--- src/nbody_gravity_step_assert.svh ---
// Assertion helpers shared by the RTL files.
`ifndef NBODY_GRAVITY_STEP_ASSERT_SVH
`define NBODY_GRAVITY_STEP_ASSERT_SVH

// Clocked check on clk_i, quiet while rst_ni is low.
`define ASSERT_CLK(lbl, prop, msg) \
  lbl: assert property (@(posedge clk_i) disable iff (!rst_ni) (prop)) else $error(msg);

// Same-cycle implication.
`define ASSERT_IMPL(lbl, ante, cons, msg) \
  `ASSERT_CLK(lbl, (ante) |-> (cons), msg)

`endif

--- src/ngs_pkg.sv ---
package ngs_pkg;

  localparam int DW     = 48;
  localparam int MW     = 32;
  localparam int W      = 194;  // cube << 47 fits here
  localparam int CUBE_W = 147;
  localparam int GM_W   = 80;
  localparam int ROOT_W = 49;

  localparam logic [DW-1:0] PULL_LIM = {1'b0, {(DW-1){1'b1}}};

  localparam logic CFG_LIVE_COUNT = 1'b0;
  localparam logic CFG_GRAVITY    = 1'b1;

  typedef struct packed {
    logic signed [DW-1:0] pos_x;
    logic signed [DW-1:0] pos_y;
    logic signed [DW-1:0] vel_x;
    logic signed [DW-1:0] vel_y;
    logic [MW-1:0]        mass;
    logic                 fixed;
  } body_t;

  typedef struct packed {
    logic                 start;
    logic signed [DW:0]   dx;
    logic signed [DW:0]   dy;
    logic [DW-1:0]        g;
    logic [MW-1:0]        m2;
  } pair_req_t;

  typedef struct packed {
    logic                 done;
    logic signed [DW-1:0] pull_x;
    logic signed [DW-1:0] pull_y;
  } pair_rsp_t;

  function automatic logic signed [DW-1:0] sat48(input logic signed [DW+5:0] v);
    logic signed [DW+5:0] hi;
    logic signed [DW+5:0] lo;
    hi = (DW+6)'(signed'({1'b0, {(DW-1){1'b1}}}));
    lo = -hi - (DW+6)'(1);
    if (v > hi) return hi[DW-1:0];
    if (v < lo) return lo[DW-1:0];
    return v[DW-1:0];
  endfunction

endpackage

--- src/ngs_store.sv ---
module ngs_store
  import ngs_pkg::*;
#(
  parameter int MAX_BODIES = 16
) (
  input  logic                          clk_i,
  input  logic                          we_i,
  input  logic [$clog2(MAX_BODIES)-1:0] waddr_i,
  input  body_t                         wdata_i,
  input  logic [$clog2(MAX_BODIES)-1:0] raddr_i,
  output body_t                         rdata_o
);

  body_t mem_q [MAX_BODIES];
  body_t rdata_q;

  always_ff @(posedge clk_i) begin
    if (we_i) begin
      mem_q[waddr_i] <= wdata_i;
    end
  end

  always_ff @(posedge clk_i) begin
    rdata_q <= mem_q[raddr_i];
  end

  assign rdata_o = rdata_q;

endmodule

--- config.mk ---
export PLATFORM = sky130hd
export DESIGN_NAME = ngs_store
export DESIGN_NICKNAME = d
export VERILOG_FILES = /design/src/nbody_gravity_step_assert.svh /design/src/ngs_pkg.sv /design/src/ngs_store.sv
export SDC_FILE = /design/constraint.sdc
export NUM_CORES = 2
export LEC_CHECK = 0
export BUFFER_PORTS_ARGS = -buffer_cell sky130_fd_sc_hd__buf_2
export CORE_AREA = 2 2 467 469
export DETAILED_ROUTE_END_ITERATION = 7
export DIE_AREA = 0 0 469 471
export PLACE_DENSITY_LB_ADDON = 0.25
export RECOVER_POWER = 100
export SYNTH_ARGS = -nofsm -noshare
export SYNTH_HDL_FRONTEND = slang
export SYNTH_SLANG_ARGS = --single-unit
--- constraint.sdc ---
create_clock -name clk_i -period 29.8 [get_ports clk_i]
set_clock_uncertainty 0.1 [all_clocks]
set_input_delay 2.98 -clock clk_i [delete_from_list [all_inputs] [get_ports clk_i]]
set_output_delay 2.98 -clock clk_i [all_outputs]
set_load 0.05 [all_outputs]
======== Word-level counts from Yosys, hierarchy flattened ========
Memory sizes are Yosys's and may differ from the RTL's. A register that Yosys moved wholly into a read port is not among the register bits.
Index checks and enable logic that the tools add are counted.
cells by class
  mux-type cells .......................... 2
operator list
  operator          count
  2-to-1 mux 1 bit  2
storage, ports and cells
  flip-flop bits (word level) ............. 0
  bits in writable memories ............... 3600
  input port bits ......................... 235
  output and inout port bits .............. 225
  logic and storage cells ................. 3
  memories kept ........................... 1
memories
  memory  words  width  rd ports  clocked after Yosys merged registers in  wr ports  line             RTL
  mem_q   16     225    1         1                                        1         ngs_store.sv:14  body_t mem_q [MAX_BODIES];

======== Longest topological paths before layout ========
  depth after elaboration ................. 2
  gate-level depth with buffers ........... 8
  gate-level depth less buffers ........... 3

======== Worst setup path before layout ========
OpenSTA, ideal clock, no wires.
  path type ............................... input to register
  start ................................... in waddr_i[2]
  end ..................................... mem mem_q[0][0] in the netlist's numbering (enable)
  library setup time ...................... 1089 ps
  arrival ................................. 18635 ps
  data required time ...................... 28611 ps
  path slack .............................. 9975 ps
  stages .................................. 2
  buffers on the path ..................... 0
  cells stage by stage .................... or3b_2 -> nor3_1
RTL lines
  element          line             RTL
  start, declared  ngs_store.sv:8   input logic [$clog2(MAX_BODIES)-1:0] waddr_i,
  end, declared    ngs_store.sv:14
Straight into the memory's write port.

======== Worst setup path in the final report ========
  start ................................... in waddr_i[1]
  end ..................................... mem mem_q[10][196] in the netlist's numbering (enable)
Straight into the memory's write port.

==> summary.md <==
| Metric | Value |
|---|---|
| Status | `finished, violations left` |
| Failing checks | `capacitance limit, slew limit` |
| Seq/Total Area, Yosys | `80.8%` |
| Cells after Synth | `5865` |
| Vias in the first global route | `67900` |
| I/O Pins | `460` |
| Dominant synthesized flop cell | `edfxtp_1` |
| Endpoint class of the critical path | `register` |
| Worst-Margin Slew | `8820 ps` |
| Drt first pass iters | `5` |
| Antenna violations before repair | `72` |
| Footprint of the multi-input gates | `25400 um^2` |
| Final min period | `17070 ps` |
| Peak supply drop | `0.0000667 V` |
| Hold Crit Class | `register to register` |
| Post-DRT Antenna Nets | `0` |
| Die height | `471 um` |
| Total track usage | `29.7%` |
| P_leak | `49.1 nW` |
| Max-slew headroom | `-488%` |
| Area growth syn-to-layout | `12.2%` |
| DP HPWL | `153000 um` |
| Worst path most repeated cell | `clkbuf_1` |
| Die area | `221000 um^2` |
| Final setup vio count | `0` |
| Top cells by area in the synthesized netlist | `edfxtp_1 78%, mux4_2 14%, dfxtp_1 3.2%, a22oi_1 2.1%, mux2_2 0.85%` |
| Post-synth EDFFs | `3600` |
| Cts bufs inserted | `377` |
| Clk sink count | `3825` |
| Post-Syn Area | `139000 um^2` |
| Vias per cell | `6.78` |
| Cell area after layout | `156000 um^2` |
| Final Util | `72.4%` |
| Yosys warnings | `0` |
| CP max-delay cell | `clkbuf_1` |
| Synthesized flop and latch total | `3825` |
| Drt wl/cell | `33.4 um` |
| DRT iter0 DRCs | `8402` |
| Starting Density | `64.5%` |
| Clock transition at path regs | `60 ps` |
| Mapped Nets | `6100` |
| Setup TNS | `0 ps` |
| Period utilization | `57.3%` |
| Site Rows | `171` |
| PortBufs | `459` |
| Clk buf depth | `4` |
| R2r startpoint | `mem_q[5][80]` |
| Post-cts hold buffer count | `0` |
| Later-pin clock latency in the skew report | `1000 ps` |
| Synth top area share | `77.5%` |
| R2R Setup Slk | `28150 ps` |
| FILL cells | `11900` |
| Max Cap Violations | `88` |
| Placed insts | `8979` |
| CTS-repair resized insts | `0` |
| Cell taking the most area after synthesis | `edfxtp_1` |
| Largest net degree at the start of global routing | `136` |
| Crit path from | `waddr_i[1]` |
| Critical Path Max Stage Delay | `5780 ps` |
| Ys async rst share | `0%` |
| Worst Setup Start Kind | `input port` |
| H-tree depth | `5` |
| Power per cell area | `73.2 nW/um^2` |
| Worst EP required | `30140 ps` |
| CTS tree | `done` |
| Global route total overflow | `0` |
| Critical Path End | `mem_q[10][196]` |
| Layout Cells excl Fill | `9691` |
| Crit path max fanout | `87` |
| Post-CTS Setup Inserts | `0` |
| Final WL | `324000 um` |
| Fmax | `58.6 MHz` |
| R2r endpoint | `rdata_o[80]` |
| Cells along the critical path | `clkbuf_1 > nand2b_1 > nor2_1 > clkbuf_1 > clkbuf_1 > clkbuf_1` |
| Chip width | `469 um` |
| CTS Root Buffer Type | `clkbuf_16` |
| Hold Vio Cnt, Final | `0` |
| Synth cell types | `26` |
| Worst setup path category | `input port to register` |
| DRC errors left | `0` |
| First-pass GRT wire length | `470000 um` |
| Vias | `65700` |
| Fin Hold WS | `557 ps` |
| Final slew viol count | `4538` |
| Layout cells sized above 1 | `22.9%` |
| Unrepaired setup endpoints after global routing | `no` |
| Syn Area/Cell | `23.8 um^2` |
| Placed Area | `145000 um^2` |
| Nets | `6739` |
| Register area | `113000 um^2` |
| Critical path arrival | `17420 ps` |
| Gpl congestion | `0.757` |
| Reg2reg path depth | `3` |
| Area of the core | `216000 um^2` |
[registers in the layout, summed over array words and instances (netlist names)]
name     flops
mem_q     3600
rdata_o    225
[cell families after synthesis]
| kind of cell | share of synthesized area, % |
|---|---|
| AO/OA/AOI/OAI | 2.58 |
| buffers and inverters | 1.05 |
| AND/OR/NAND/NOR | 0.852 |
| multiplexers | 14.8 |
| flip-flops | 80.8 |
[routing by layer]
| metal | wire length, um | vias up | global-route usage, % |
|---|---|---|---|
| li1 | - | 26300 | - |
| met1 | 119000 | 35000 | 42.2 |
| met2 | 161000 | 3770 | 47.0 |
| met3 | 35000 | 567 | 7.29 |
| met4 | 8520 | 72 | 8.34 |
| met5 | 467 | - | 0 |
[synthesized netlist by cell type, types with 35 or more instances]
| master | instances |
|---|---|
| a22oi_1 | 384 |
| o221ai_1 | 35 |
| mux4_2 | 843 |
| nand2_1 | 170 |
| buf_4 | 35 |
| buf_2 | 107 |
| mux2_2 | 105 |
| dfxtp_1 | 225 |
| edfxtp_1 | 3600 |
| clkbuf_1 | 125 |
| buf_1 | 41 |
| nor2b_1 | 41 |
| mux2i_1 | 40 |
[placed cells by master, fill, tap and decap left out, drive strengths merged, types with 5 or more instances in the layout]
cell | Yosys | routed
a221oi | 22 | 22
a22oi | 384 | 384
buf | 187 | 37
bufinv | 0 | 40
clkbuf | 125 | 1035
clkinv | 0 | 114
clkinvlp | 0 | 15
dfxtp | 225 | 225
diode | 0 | 38
edfxtp | 3600 | 3600
inv | 0 | 5
mux2 | 105 | 105
mux2i | 40 | 40
mux4 | 843 | 843
nand2 | 170 | 170
nand2b | 26 | 26
nor2 | 15 | 15
nor2b | 41 | 41
o21ai | 26 | 26
o221ai | 35 | 35
o22a | 9 | 9
[power breakdown]
group / internal (mW) / switching (mW)
Clock: 2.79 / 1.94
Sequential: 6.03 / 0.0526
Combinational: 0.206 / 0.430
[layout make-up]
type	instances	share of cell area [%]
clock buffers	500	6.66
multi-input cells	1728	16.3
diodes	38	0.0608
clock inverters	174	1.22
well taps	2854	2.28
flip-flops and latches	3825	72.0
repair buffers	572	1.50
[worst min path at each step]
stage | start | end | cells past startpoint | slack, ps
6_report | mem_q[14][129] | rdata_o[129] | 3 | 560
2_1_floorplan | mem_q[14][100] | rdata_o[100] | 3 | 530
5_1_grt | mem_q[14][129] | rdata_o[129] | 3 | 570
3_3_place_gp | mem_q[14][20] | rdata_o[20] | 3 | 550
4_1_cts | mem_q[14][170] | rdata_o[170] | 3 | 570
3_5_place_dp | mem_q[14][142] | rdata_o[142] | 3 | 550
[stage by stage]
stage	total power, mW	setup slack [ps]
after detailed placement	6.81	22250
after floorplan	6.59	9980
final	11.5	12730
after CTS	11.5	23240
after global placement	6.79	22280
after global routing	11.7	12450
[critical path, delay by kind of cell]
| family | cells | cell delay (ps) |
|---|---|---|
| simple gates | 2 | 2330 |
| buf+inv | 4 | 11990 |
Power figures use the tool's default switching activity.
