### src/nbody_gravity_step_assert.svh
// Assertion helpers shared by the RTL files.
`ifndef NBODY_GRAVITY_STEP_ASSERT_SVH
`define NBODY_GRAVITY_STEP_ASSERT_SVH

// Clocked check on clk_i, quiet while rst_ni is low.
`define ASSERT_CLK(lbl, prop, msg) \
  lbl: assert property (@(posedge clk_i) disable iff (!rst_ni) (prop)) else $error(msg);

// Same-cycle implication.
`define ASSERT_IMPL(lbl, ante, cons, msg) \
  `ASSERT_CLK(lbl, (ante) |-> (cons), msg)

`endif

### src/ngs_pkg.sv
package ngs_pkg;

  localparam int DW     = 48;
  localparam int MW     = 32;
  localparam int W      = 194;  // cube << 47 fits here
  localparam int CUBE_W = 147;
  localparam int GM_W   = 80;
  localparam int ROOT_W = 49;

  localparam logic [DW-1:0] PULL_LIM = {1'b0, {(DW-1){1'b1}}};

  localparam logic CFG_LIVE_COUNT = 1'b0;
  localparam logic CFG_GRAVITY    = 1'b1;

  typedef struct packed {
    logic signed [DW-1:0] pos_x;
    logic signed [DW-1:0] pos_y;
    logic signed [DW-1:0] vel_x;
    logic signed [DW-1:0] vel_y;
    logic [MW-1:0]        mass;
    logic                 fixed;
  } body_t;

  typedef struct packed {
    logic                 start;
    logic signed [DW:0]   dx;
    logic signed [DW:0]   dy;
    logic [DW-1:0]        g;
    logic [MW-1:0]        m2;
  } pair_req_t;

  typedef struct packed {
    logic                 done;
    logic signed [DW-1:0] pull_x;
    logic signed [DW-1:0] pull_y;
  } pair_rsp_t;

  function automatic logic signed [DW-1:0] sat48(input logic signed [DW+5:0] v);
    logic signed [DW+5:0] hi;
    logic signed [DW+5:0] lo;
    hi = (DW+6)'(signed'({1'b0, {(DW-1){1'b1}}}));
    lo = -hi - (DW+6)'(1);
    if (v > hi) return hi[DW-1:0];
    if (v < lo) return lo[DW-1:0];
    return v[DW-1:0];
  endfunction

endpackage

### src/ngs_pair.sv
`include "nbody_gravity_step_assert.svh"

module ngs_pair
  import ngs_pkg::*;
(
  input  logic      clk_i,
  input  logic      rst_ni,
  input  pair_req_t req_i,
  output pair_rsp_t rsp_o
);

  typedef enum logic [10:0] {
    P_IDLE = 11'd1,
    P_SQX  = 11'd2,
    P_SQY  = 11'd4,
    P_ROOT = 11'd8,
    P_CUB1 = 11'd16,
    P_CUB2 = 11'd32,
    P_GM   = 11'd64,
    P_NX   = 11'd128,
    P_DX   = 11'd256,
    P_NY   = 11'd512,
    P_DY   = 11'd1024
  } pstate_e;

  pstate_e state_q, state_d;
  logic    done_q, done_d;

  logic [W-1:0]      acc_q, acc_d, mcand_q, mcand_d;
  logic [ROOT_W-1:0] mpl_q, mpl_d, root_q, root_d;
  logic [96:0]       one_q, one_d;
  logic [5:0]        cnt_q, cnt_d;
  logic [CUBE_W-1:0] cube_q, cube_d;
  logic [GM_W-1:0]   gm_q, gm_d;
  logic [DW-1:0]     mx_q, mx_d, my_q, my_d, g_q, g_d;
  logic [MW-1:0]     m2_q, m2_d;
  logic              sx_q, sx_d, sy_q, sy_d;
  logic [DW-2:0]     q_q, q_d;
  logic signed [DW-1:0] px_q, px_d, py_q, py_d;

  // shared add/subtract unit
  logic [W-1:0] opb;
  logic         sub;
  logic [W:0]   sum_w;
  logic         no_borrow;

  logic [W-1:0]  res_nx;
  logic [DW-2:0] q_nx;
  logic [DW-1:0] mag;
  logic signed [DW-1:0] pull;
  logic          is_y;
  logic          sgn;

  always_comb begin
    opb = mcand_q;
    sub = 1'b0;
    if (state_q == P_ROOT) begin
      opb = mcand_q | W'(one_q);
      sub = 1'b1;
    end else if (state_q == P_DX || state_q == P_DY) begin
      sub = 1'b1;
    end
  end

  assign sum_w     = {1'b0, acc_q} + {1'b0, (sub ? ~opb : opb)} + (W+1)'(sub);
  assign no_borrow = sum_w[W];
  assign res_nx    = no_borrow ? ((mcand_q >> 1) | W'(one_q)) : (mcand_q >> 1);
  assign q_nx      = {q_q[DW-3:0], no_borrow};
  assign is_y      = (state_q == P_DY);
  assign sgn       = is_y ? sy_q : sx_q;
  assign mag       = (no_borrow && cnt_q == 6'd0) ? PULL_LIM : {1'b0, q_nx};
  assign pull      = sgn ? -signed'(mag) : signed'(mag);

  always_comb begin
    state_d = state_q;
    done_d  = 1'b0;
    acc_d   = acc_q;
    mcand_d = mcand_q;
    mpl_d   = mpl_q;
    root_d  = root_q;
    one_d   = one_q;
    cnt_d   = cnt_q;
    cube_d  = cube_q;
    gm_d    = gm_q;
    mx_d    = mx_q;
    my_d    = my_q;
    g_d     = g_q;
    m2_d    = m2_q;
    sx_d    = sx_q;
    sy_d    = sy_q;
    q_d     = q_q;
    px_d    = px_q;
    py_d    = py_q;

    unique case (state_q)
      P_IDLE: begin
        if (req_i.start) begin
          mx_d = req_i.dx[DW] ? DW'(-req_i.dx) : DW'(req_i.dx);
          my_d = req_i.dy[DW] ? DW'(-req_i.dy) : DW'(req_i.dy);
          sx_d = req_i.dx[DW];
          sy_d = req_i.dy[DW];
          g_d  = req_i.g;
          m2_d = req_i.m2;
          px_d = '0;
          py_d = '0;
          // coincident bodies pull nothing
          if (req_i.dx == '0 && req_i.dy == '0) begin
            done_d = 1'b1;
          end else begin
            acc_d   = '0;
            mcand_d = W'(mx_d);
            mpl_d   = ROOT_W'(mx_d);
            state_d = P_SQX;
          end
        end
      end
      P_SQX, P_SQY, P_CUB1, P_CUB2, P_GM, P_NX, P_NY: begin
        if (mpl_q == '0) begin
          unique case (state_q)
            P_SQX: begin
              mcand_d = W'(my_q);
              mpl_d   = ROOT_W'(my_q);
              state_d = P_SQY;
            end
            P_SQY: begin
              mcand_d = '0;
              one_d   = 97'(1) << 96;
              cnt_d   = '0;
              state_d = P_ROOT;
            end
            P_CUB1: begin
              mcand_d = acc_q;
              acc_d   = '0;
              mpl_d   = root_q;
              state_d = P_CUB2;
            end
            P_CUB2: begin
              cube_d  = acc_q[CUBE_W-1:0];
              acc_d   = '0;
              mcand_d = W'(g_q);
              mpl_d   = ROOT_W'(m2_q);
              state_d = P_GM;
            end
            P_GM: begin
              gm_d    = acc_q[GM_W-1:0];
              acc_d   = '0;
              mcand_d = W'(acc_q[GM_W-1:0]);
              mpl_d   = ROOT_W'(mx_q);
              state_d = P_NX;
            end
            default: begin
              // numerator done: scale by 2^32, divisor starts at cube << 47
              acc_d   = acc_q << 32;
              mcand_d = W'(cube_q) << (DW-1);
              cnt_d   = '0;
              q_d     = '0;
              state_d = (state_q == P_NY) ? P_DY : P_DX;
            end
          endcase
        end else begin
          if (mpl_q[0]) acc_d = sum_w[W-1:0];
          mcand_d = mcand_q << 1;
          mpl_d   = mpl_q >> 1;
        end
      end
      P_ROOT: begin
        if (no_borrow) acc_d = sum_w[W-1:0];
        mcand_d = res_nx;
        one_d   = one_q >> 2;
        cnt_d   = cnt_q + 6'd1;
        if (cnt_q == 6'd48) begin
          root_d  = res_nx[ROOT_W-1:0];
          acc_d   = '0;
          mcand_d = W'(res_nx[ROOT_W-1:0]);
          mpl_d   = res_nx[ROOT_W-1:0];
          state_d = P_CUB1;
        end
      end
      P_DX, P_DY: begin
        if (no_borrow) acc_d = sum_w[W-1:0];
        mcand_d = mcand_q >> 1;
        q_d     = q_nx;
        cnt_d   = cnt_q + 6'd1;
        if ((no_borrow && cnt_q == 6'd0) || cnt_q == 6'd47) begin
          if (is_y) begin
            py_d    = pull;
            done_d  = 1'b1;
            state_d = P_IDLE;
          end else begin
            px_d    = pull;
            acc_d   = '0;
            mcand_d = W'(gm_q);
            mpl_d   = ROOT_W'(my_q);
            state_d = P_NY;
          end
        end
      end
      default: state_d = P_IDLE;
    endcase
  end

  always_ff @(posedge clk_i or negedge rst_ni) begin
    if (!rst_ni) begin
      state_q <= P_IDLE;
      done_q  <= 1'b0;
    end else begin
      state_q <= state_d;
      done_q  <= done_d;
    end
  end

  always_ff @(posedge clk_i) begin
    acc_q   <= acc_d;
    mcand_q <= mcand_d;
    mpl_q   <= mpl_d;
    root_q  <= root_d;
    one_q   <= one_d;
    cnt_q   <= cnt_d;
    cube_q  <= cube_d;
    gm_q    <= gm_d;
    mx_q    <= mx_d;
    my_q    <= my_d;
    g_q     <= g_d;
    m2_q    <= m2_d;
    sx_q    <= sx_d;
    sy_q    <= sy_d;
    q_q     <= q_d;
    px_q    <= px_d;
    py_q    <= py_d;
  end

  assign rsp_o.done   = done_q;
  assign rsp_o.pull_x = px_q;
  assign rsp_o.pull_y = py_q;

  `ASSERT_IMPL(a_done_idle, done_q, state_q == P_IDLE, "pair done outside idle")
  `ASSERT_IMPL(a_root_cnt, state_q == P_ROOT, cnt_q <= 6'd48, "root step overrun")
  `ASSERT_IMPL(a_div_cnt, state_q == P_DX || state_q == P_DY, cnt_q <= 6'd47,
               "divide step overrun")

endmodule

### config.mk
export PLATFORM = sky130hd
export DESIGN_NAME = ngs_pair
export DESIGN_NICKNAME = d
export VERILOG_FILES = /design/src/ngs_pkg.sv /design/src/ngs_pair.sv
export VERILOG_INCLUDE_DIRS = /design/src /design/src/src
export SDC_FILE = /design/constraint.sdc
export NUM_CORES = 2
export LEC_CHECK = 0
export BUFFER_PORTS_ARGS = -buffer_cell sky130_fd_sc_hd__buf_2
export CAP_MARGIN = 20
export CORE_ASPECT_RATIO = 2
export CORE_MARGIN = 1.5
export CORE_UTILIZATION = 54
export DETAILED_ROUTE_END_ITERATION = 8
export MAX_ROUTING_LAYER = met4
export PLACE_DENSITY = 0.83
export SLEW_MARGIN = 20
export SYNTH_ARGS = -nofsm -noshare
export SYNTH_HDL_FRONTEND = slang
export SYNTH_SLANG_ARGS = --single-unit
### constraint.sdc
create_clock -name clk_i -period 16.6 [get_ports clk_i]
set_input_delay 3.32 -clock clk_i [delete_from_list [all_inputs] [get_ports clk_i]]
set_output_delay 3.32 -clock clk_i [all_outputs]
set_load 0.02 [all_outputs]
==> results of run 1 <==
==> routing by layer <==
| layer | overflow | GRT usage |
|---|---|---|
| met2 | 665 | 0.915 |
| met5 | - | - |
| met1 | 15 | 0.652 |
| met4 | 292 | 0.707 |
| met3 | 48 | 0.390 |
==> cells in the mapped netlist, drive strengths merged, types with 6 or more instances <==
| library cell | instances | share of area |
|---|---|---|
| and2 | 108 | 0.011 |
| ha | 197 | 0.038 |
| edfxtp | 1088 | 0.51 |
| o31ai | 48 | 0.0056 |
| nand3 | 70 | 0.0055 |
| or4 | 29 | 0.0036 |
| o41ai | 21 | 0.0032 |
| xor2 | 102 | 0.014 |
| o21a | 31 | 0.0036 |
| dfrtp | 11 | 0.0043 |
| nand2 | 532 | 0.031 |
| a21o | 173 | 0.020 |
| a221o | 266 | 0.041 |
| o21ai | 611 | 0.048 |
| a221oi | 27 | 0.0037 |
| nand2b | 26 | 0.0026 |
| and4 | 8 | 0.0011 |
| mux2i | 78 | 0.012 |
| or3 | 52 | 0.0051 |
| a21oi | 423 | 0.033 |
| a32oi | 10 | 0.0014 |
| a22oi | 85 | 0.0099 |
| inv | 90 | 0.0053 |
| buf | 47 | 0.0033 |
| mux2 | 6 | 0.0011 |
| nor3 | 126 | 0.010 |
| o21bai | 83 | 0.0097 |
| or2 | 23 | 0.0022 |
| a21boi | 22 | 0.0026 |
| o31a | 8 | 0.0011 |
| nand4 | 105 | 0.010 |
| o211ai | 50 | 0.0058 |
| a211o | 15 | 0.0020 |
| xnor2 | 344 | 0.047 |
| nor2b | 12 | 0.0012 |
| and3 | 16 | 0.0016 |
| a211oi | 27 | 0.0032 |
| a22o | 12 | 0.0016 |
| nor2 | 488 | 0.028 |
| clkbuf | 371 | 0.023 |
| a222oi | 93 | 0.014 |
| a31oi | 43 | 0.0042 |
| o221ai | 11 | 0.0015 |
| nor4 | 50 | 0.0049 |
==> kinds of logic after synthesis <==
family                   after synthesis  share of synthesized area
AO/OA/AOI/OAI                       2105                      0.222
AND/OR/NAND/NOR                     1664                      0.121
flip-flops                          1100                      0.513
buffers and inverters                509                     0.0315
XOR/XNOR                             446                     0.0608
adder cells (fa/ha/maj)              198                     0.0386
multiplexers                          84                     0.0132
==> stage by stage <==
stage	std cells	setup WS [ps]	util	area, sq um
4_1_cts	7796	6640	0.599	70600
3_5_place_dp	7618	6740	0.571	67300
3_3_place_gp	7618	6630	0.571	67300
2_1_floorplan	6106	3120	-	64300
==> impl_metrics.py, run 1 <==
metrics = {
    "clock_network": {
        "postCtsSetupBuffers": 0,
        "cts_made_buffers": 96,
        "ctsHoldBuffers": 0,
        "cts.repair.resized": 0,
        "clockBufferDepth": 3,
        "cts_sinks": 1100,
        "cts_root_buffer": "clkbuf_16",
        "htree_levels": 3,
    },
    "placed_design": {
        "port_buffers": 277,
        "dp_hpwl_microns": 238000,
        "gp_congestion": 1.19,
    },
    "yosys": {
        "synth_seq_cells": 1100,
        "synth_edf_count": 1088,
        "yosys_warnings": 0,
        "syn-cell-area_sq_um": 64300,
        "synth_cells": 6106,
        "ys.flop_type": "edfxtp_1",
        "synth_area_per_cell_sq_um": 10.5,
        "yosysUniqueCellTypes": 91,
        "ys_seq_area_frac": 0.513,
        "async_reset_ff_frac": 0.0109,
        "synth_fp_nets": 6485,
    },
    "status": {
        "status": "stopped before the end",
        "failed_stage": "5_1_grt",
        "error_line": "[ERROR GRT-0116] Global routing finished with congestion. Check the congestion regions in the DRC Viewer.",
    },
    "floorplanning": {
        "ios": 278,
        "initial_core_util": 0.546,
        "die_y_microns": 491,
        "fp.dieW_microns": 247,
        "num_rows": 178,
    },
    "global_route": {
        "grt_usage": 0.681,
        "grt_pass1_wl_microns": 585000,
        "grt_pass1_vias": 69500,
        "grt_start_max_net_pins": 179,
        "overflow": 1020,
    },
}
==> run 2: changes to the inputs <==
CORE_ASPECT_RATIO = unset   (was 2)
CORE_UTILIZATION = 39   (was 54)
MAX_ROUTING_LAYER = unset   (was met4)
PLACE_DENSITY = unset   (was 0.83)
PLACE_DENSITY_LB_ADDON = 0.15   (was unset)
==> run 2 against run 1 <==
Against the previous run:
- the flow now finishes without violations
- synthesized cell count unchanged
- synthesized area unchanged
==> impl_metrics.py, run 2 <==
metrics = {
    "status": {
        "status": "finished clean",
    },
    "yosys": {
        "ys_top_cells_by_count": "edfxtp_1, o21ai_0, nand2_1",
        "synth_top_area_frac": 0.508,
        "syn-cell-area_sq_um": 64300,
        "synth_area_per_cell_sq_um": 10.5,
        "synth.most_common_cell": "edfxtp_1",
        "synth_edf_count": 1088,
        "synth_fp_nets": 6485,
        "yosysUniqueCellTypes": 91,
        "yosys_warnings": 0,
        "ys.flop_type": "edfxtp_1",
        "async_reset_ff_frac": 0.0109,
        "synth.area.top_cells": "edfxtp_1, o21ai_0, xnor2_1",
        "synth.largest_area_cell": "edfxtp_1",
        "ys_seq_area_frac": 0.513,
        "synth_seq_cells": 1100,
        "synth_cells": 6106,
    },
    "floorplanning": {
        "die_area_sq_um": 167000,
        "core_sq_um": 163000,
        "fp.dieW_microns": 409,
        "die_y_microns": 409,
        "initial_core_util": 0.394,
        "num_rows": 148,
        "ios": 278,
    },
    "clock_network": {
        "clk_latency_ps": 830,
        "htree_levels": 4,
        "cts_root_buffer": "clkbuf_16",
        "postCtsSetupBuffers": 0,
        "cts_tree": "yes",
        "clockBufferDepth": 3,
        "clk_pin_slew_ps": 70,
        "cts_made_buffers": 134,
        "cts_sinks": 1100,
        "cts.repair.resized": 0,
        "ctsHoldBuffers": 0,
    },
    "detailed_routing": {
        "drc": 0,
        "dr.pass1.iters": 7,
        "vias": 54100,
        "avgRoutedWirePerCell_microns": 30.7,
        "drtIter0Drc": 6700,
        "postRouteWirelength_microns": 260000,
        "drtAntennaViolNets": 0,
        "via_per_inst": 6.39,
    },
    "worst_hold_path": {
        "hold_path_class": "reg2reg",
        "whs_endpoint": "mcand_q[73]",
        "hold_start": "gm_q[73]",
        "min_path_cells": 1,
    },
    "critical_path": {
        "r2r_slack_ps": 6740,
        "end_kind": "register",
        "r2r-start": "state_q[2]",
        "crit_path_start_kind": "register",
        "r2r_end": "mcand_q[51]",
        "worstPathArrival_ps": 10390,
        "cp_max_fo": 69,
        "worstSetupPathType": "reg2reg",
        "crit_required_ps": 17130,
        "ff2ff_path_depth": 22,
    },
    "placed_design": {
        "port_buffers": 277,
        "gp_congestion": 0.961,
        "dp_hpwl_microns": 185000,
        "dp.cells": 8225,
    },
    "finish": {
        "largestRegisters": "acc_q: 194 flops, mcand_q: 194 flops, cube_q: 147 flops",
        "finalNonFillerCells": 8471,
        "mostFrequentLayoutCells": "edfxtp_1, o21ai_0, nand2_1, nor2_1, a21oi_1",
        "area_growth_pct": 12.3,
        "drive_above_1_share": 0.102,
        "final_common_cell": "edfxtp_1",
        "fin_nets": 6566,
    },
    "pwr": {
        "power_mw": 17.1,
        "powerDensity_nw_per_um2": 236,
        "irDropWorstVdd_mv": 0.232,
        "power_leakage_nw": 24.7,
    },
    "timing": {
        "max_freq_mhz": 101,
        "relSlewSlack": 0.211,
        "min_period_over_period": 0.594,
        "maxSlewViolCount": 0,
        "setup_tns_ps": 0,
        "setup_viol": 0,
        "fin_worst_skew_ps": 58.2,
        "hold_viol_final": 0,
        "rsz0062_at_grt": "false",
        "fin_crit_ps": 9860,
        "hold_slack_ps": 545,
        "tightest_slew_ps": 1170,
    },
    "global_route": {
        "grt_start_max_net_pins": 179,
        "grt_usage": 0.302,
        "grt_pass1_wl_microns": 372000,
        "overflow": 0,
        "antenna_found_initial": 8,
        "grt_pass1_vias": 51700,
    },
    "run": {
        "cap_violations": 0,
    },
}
==> run 2: cell counts after synthesis <==
No cell type changed its count.
==> run 2: logic make-up after synthesis <==
family,share of synthesized area
AOI/OAI and AO/OA,0.222
xor gates and xnor gates,0.0608
adders and majority gates,0.0386
buffers and inverters,0.0315
DFF,0.513
muxes,0.0132
and+or+nand+nor,0.121
==> run 2: worst max-delay path by stage <==
stage	from	to	slack [ps]	depth (start not counted)
final	state_q[2]	mcand_q[51]	6740	22
after global routing	state_q[2]	mcand_q[51]	6370	22
after CTS	state_q[2]	mcand_q[51]	6900	22
after detailed placement	req_i[133]	mcand_q[67]	6980	16
after global placement	req_i[133]	mcand_q[67]	7040	16
after floorplan	req_i[129]	acc_q[0]	3120	13
==> run 2: cell type report <==
cell class	count	area, sq um
well taps	2175	2720
diodes	1	2.50
fillers	15400	91000
multi-input cells	4497	29600
flip-flops and latches	1100	33000
clock buffers	165	3470
clock inverters	79	1000
inverters	90	350
repair buffers	364	2110
==> run 2: critical path, cell delays in order, from the launching register on <==
cell and delay, ps:
dfrtp_1 410, or4_1 620, nor4_2 830, nand2_1 220
nor3_2 150, buf_4 650, buf_4 640, and2_1 240
nor3_1 50, a21o_1 190, ha_1 430, nand2_1 130
or3_1 430, a2111o_1 410, nand4_1 140, buf_4 220
or4b_1 530, a21oi_1 380, o211a_4 930, o21ai_4 350
buf_4 400, buf_4 470, a221o_1 470
==> run 2: metal layers <==
| layer | vias to the layer above | wire, microns | track usage |
|---|---|---|---|
| met3 | 457 | 20500 | 0.0456 |
| met1 | 27000 | 107000 | 0.406 |
| met4 | 4 | 11700 | 0.129 |
| met5 | - | 34 | 0 |
| met2 | 2850 | 121000 | 0.483 |
| li1 | 23800 | - | - |
==> run 2: stage by stage <==
| step | setup WS, ps | utilization | cell area (sq um) |
|---|---|---|---|
| after global routing | 6370 | 0.442 | 72200 |
| final | 6740 | 0.443 | 72200 |
| after CTS | 6900 | 0.442 | 72200 |
| after detailed placement | 6980 | 0.415 | 67700 |
| after global placement | 7040 | 0.415 | 67700 |
| after floorplan | 3120 | - | 64300 |
==> run 2: power by group <==
group / switching, mW / internal (mW) / total, mW / leakage [nW]
Sequential: 1.35 / 4.39 / 5.74 / 10.2
Clock: 1.30 / 1.71 / 3.01 / 2.14
Combinational: 5.62 / 2.71 / 8.32 / 12.4
Total: 8.27 / 8.80 / 17.1 / 24.7
Note: power is estimated with default switching activity, not from simulation.
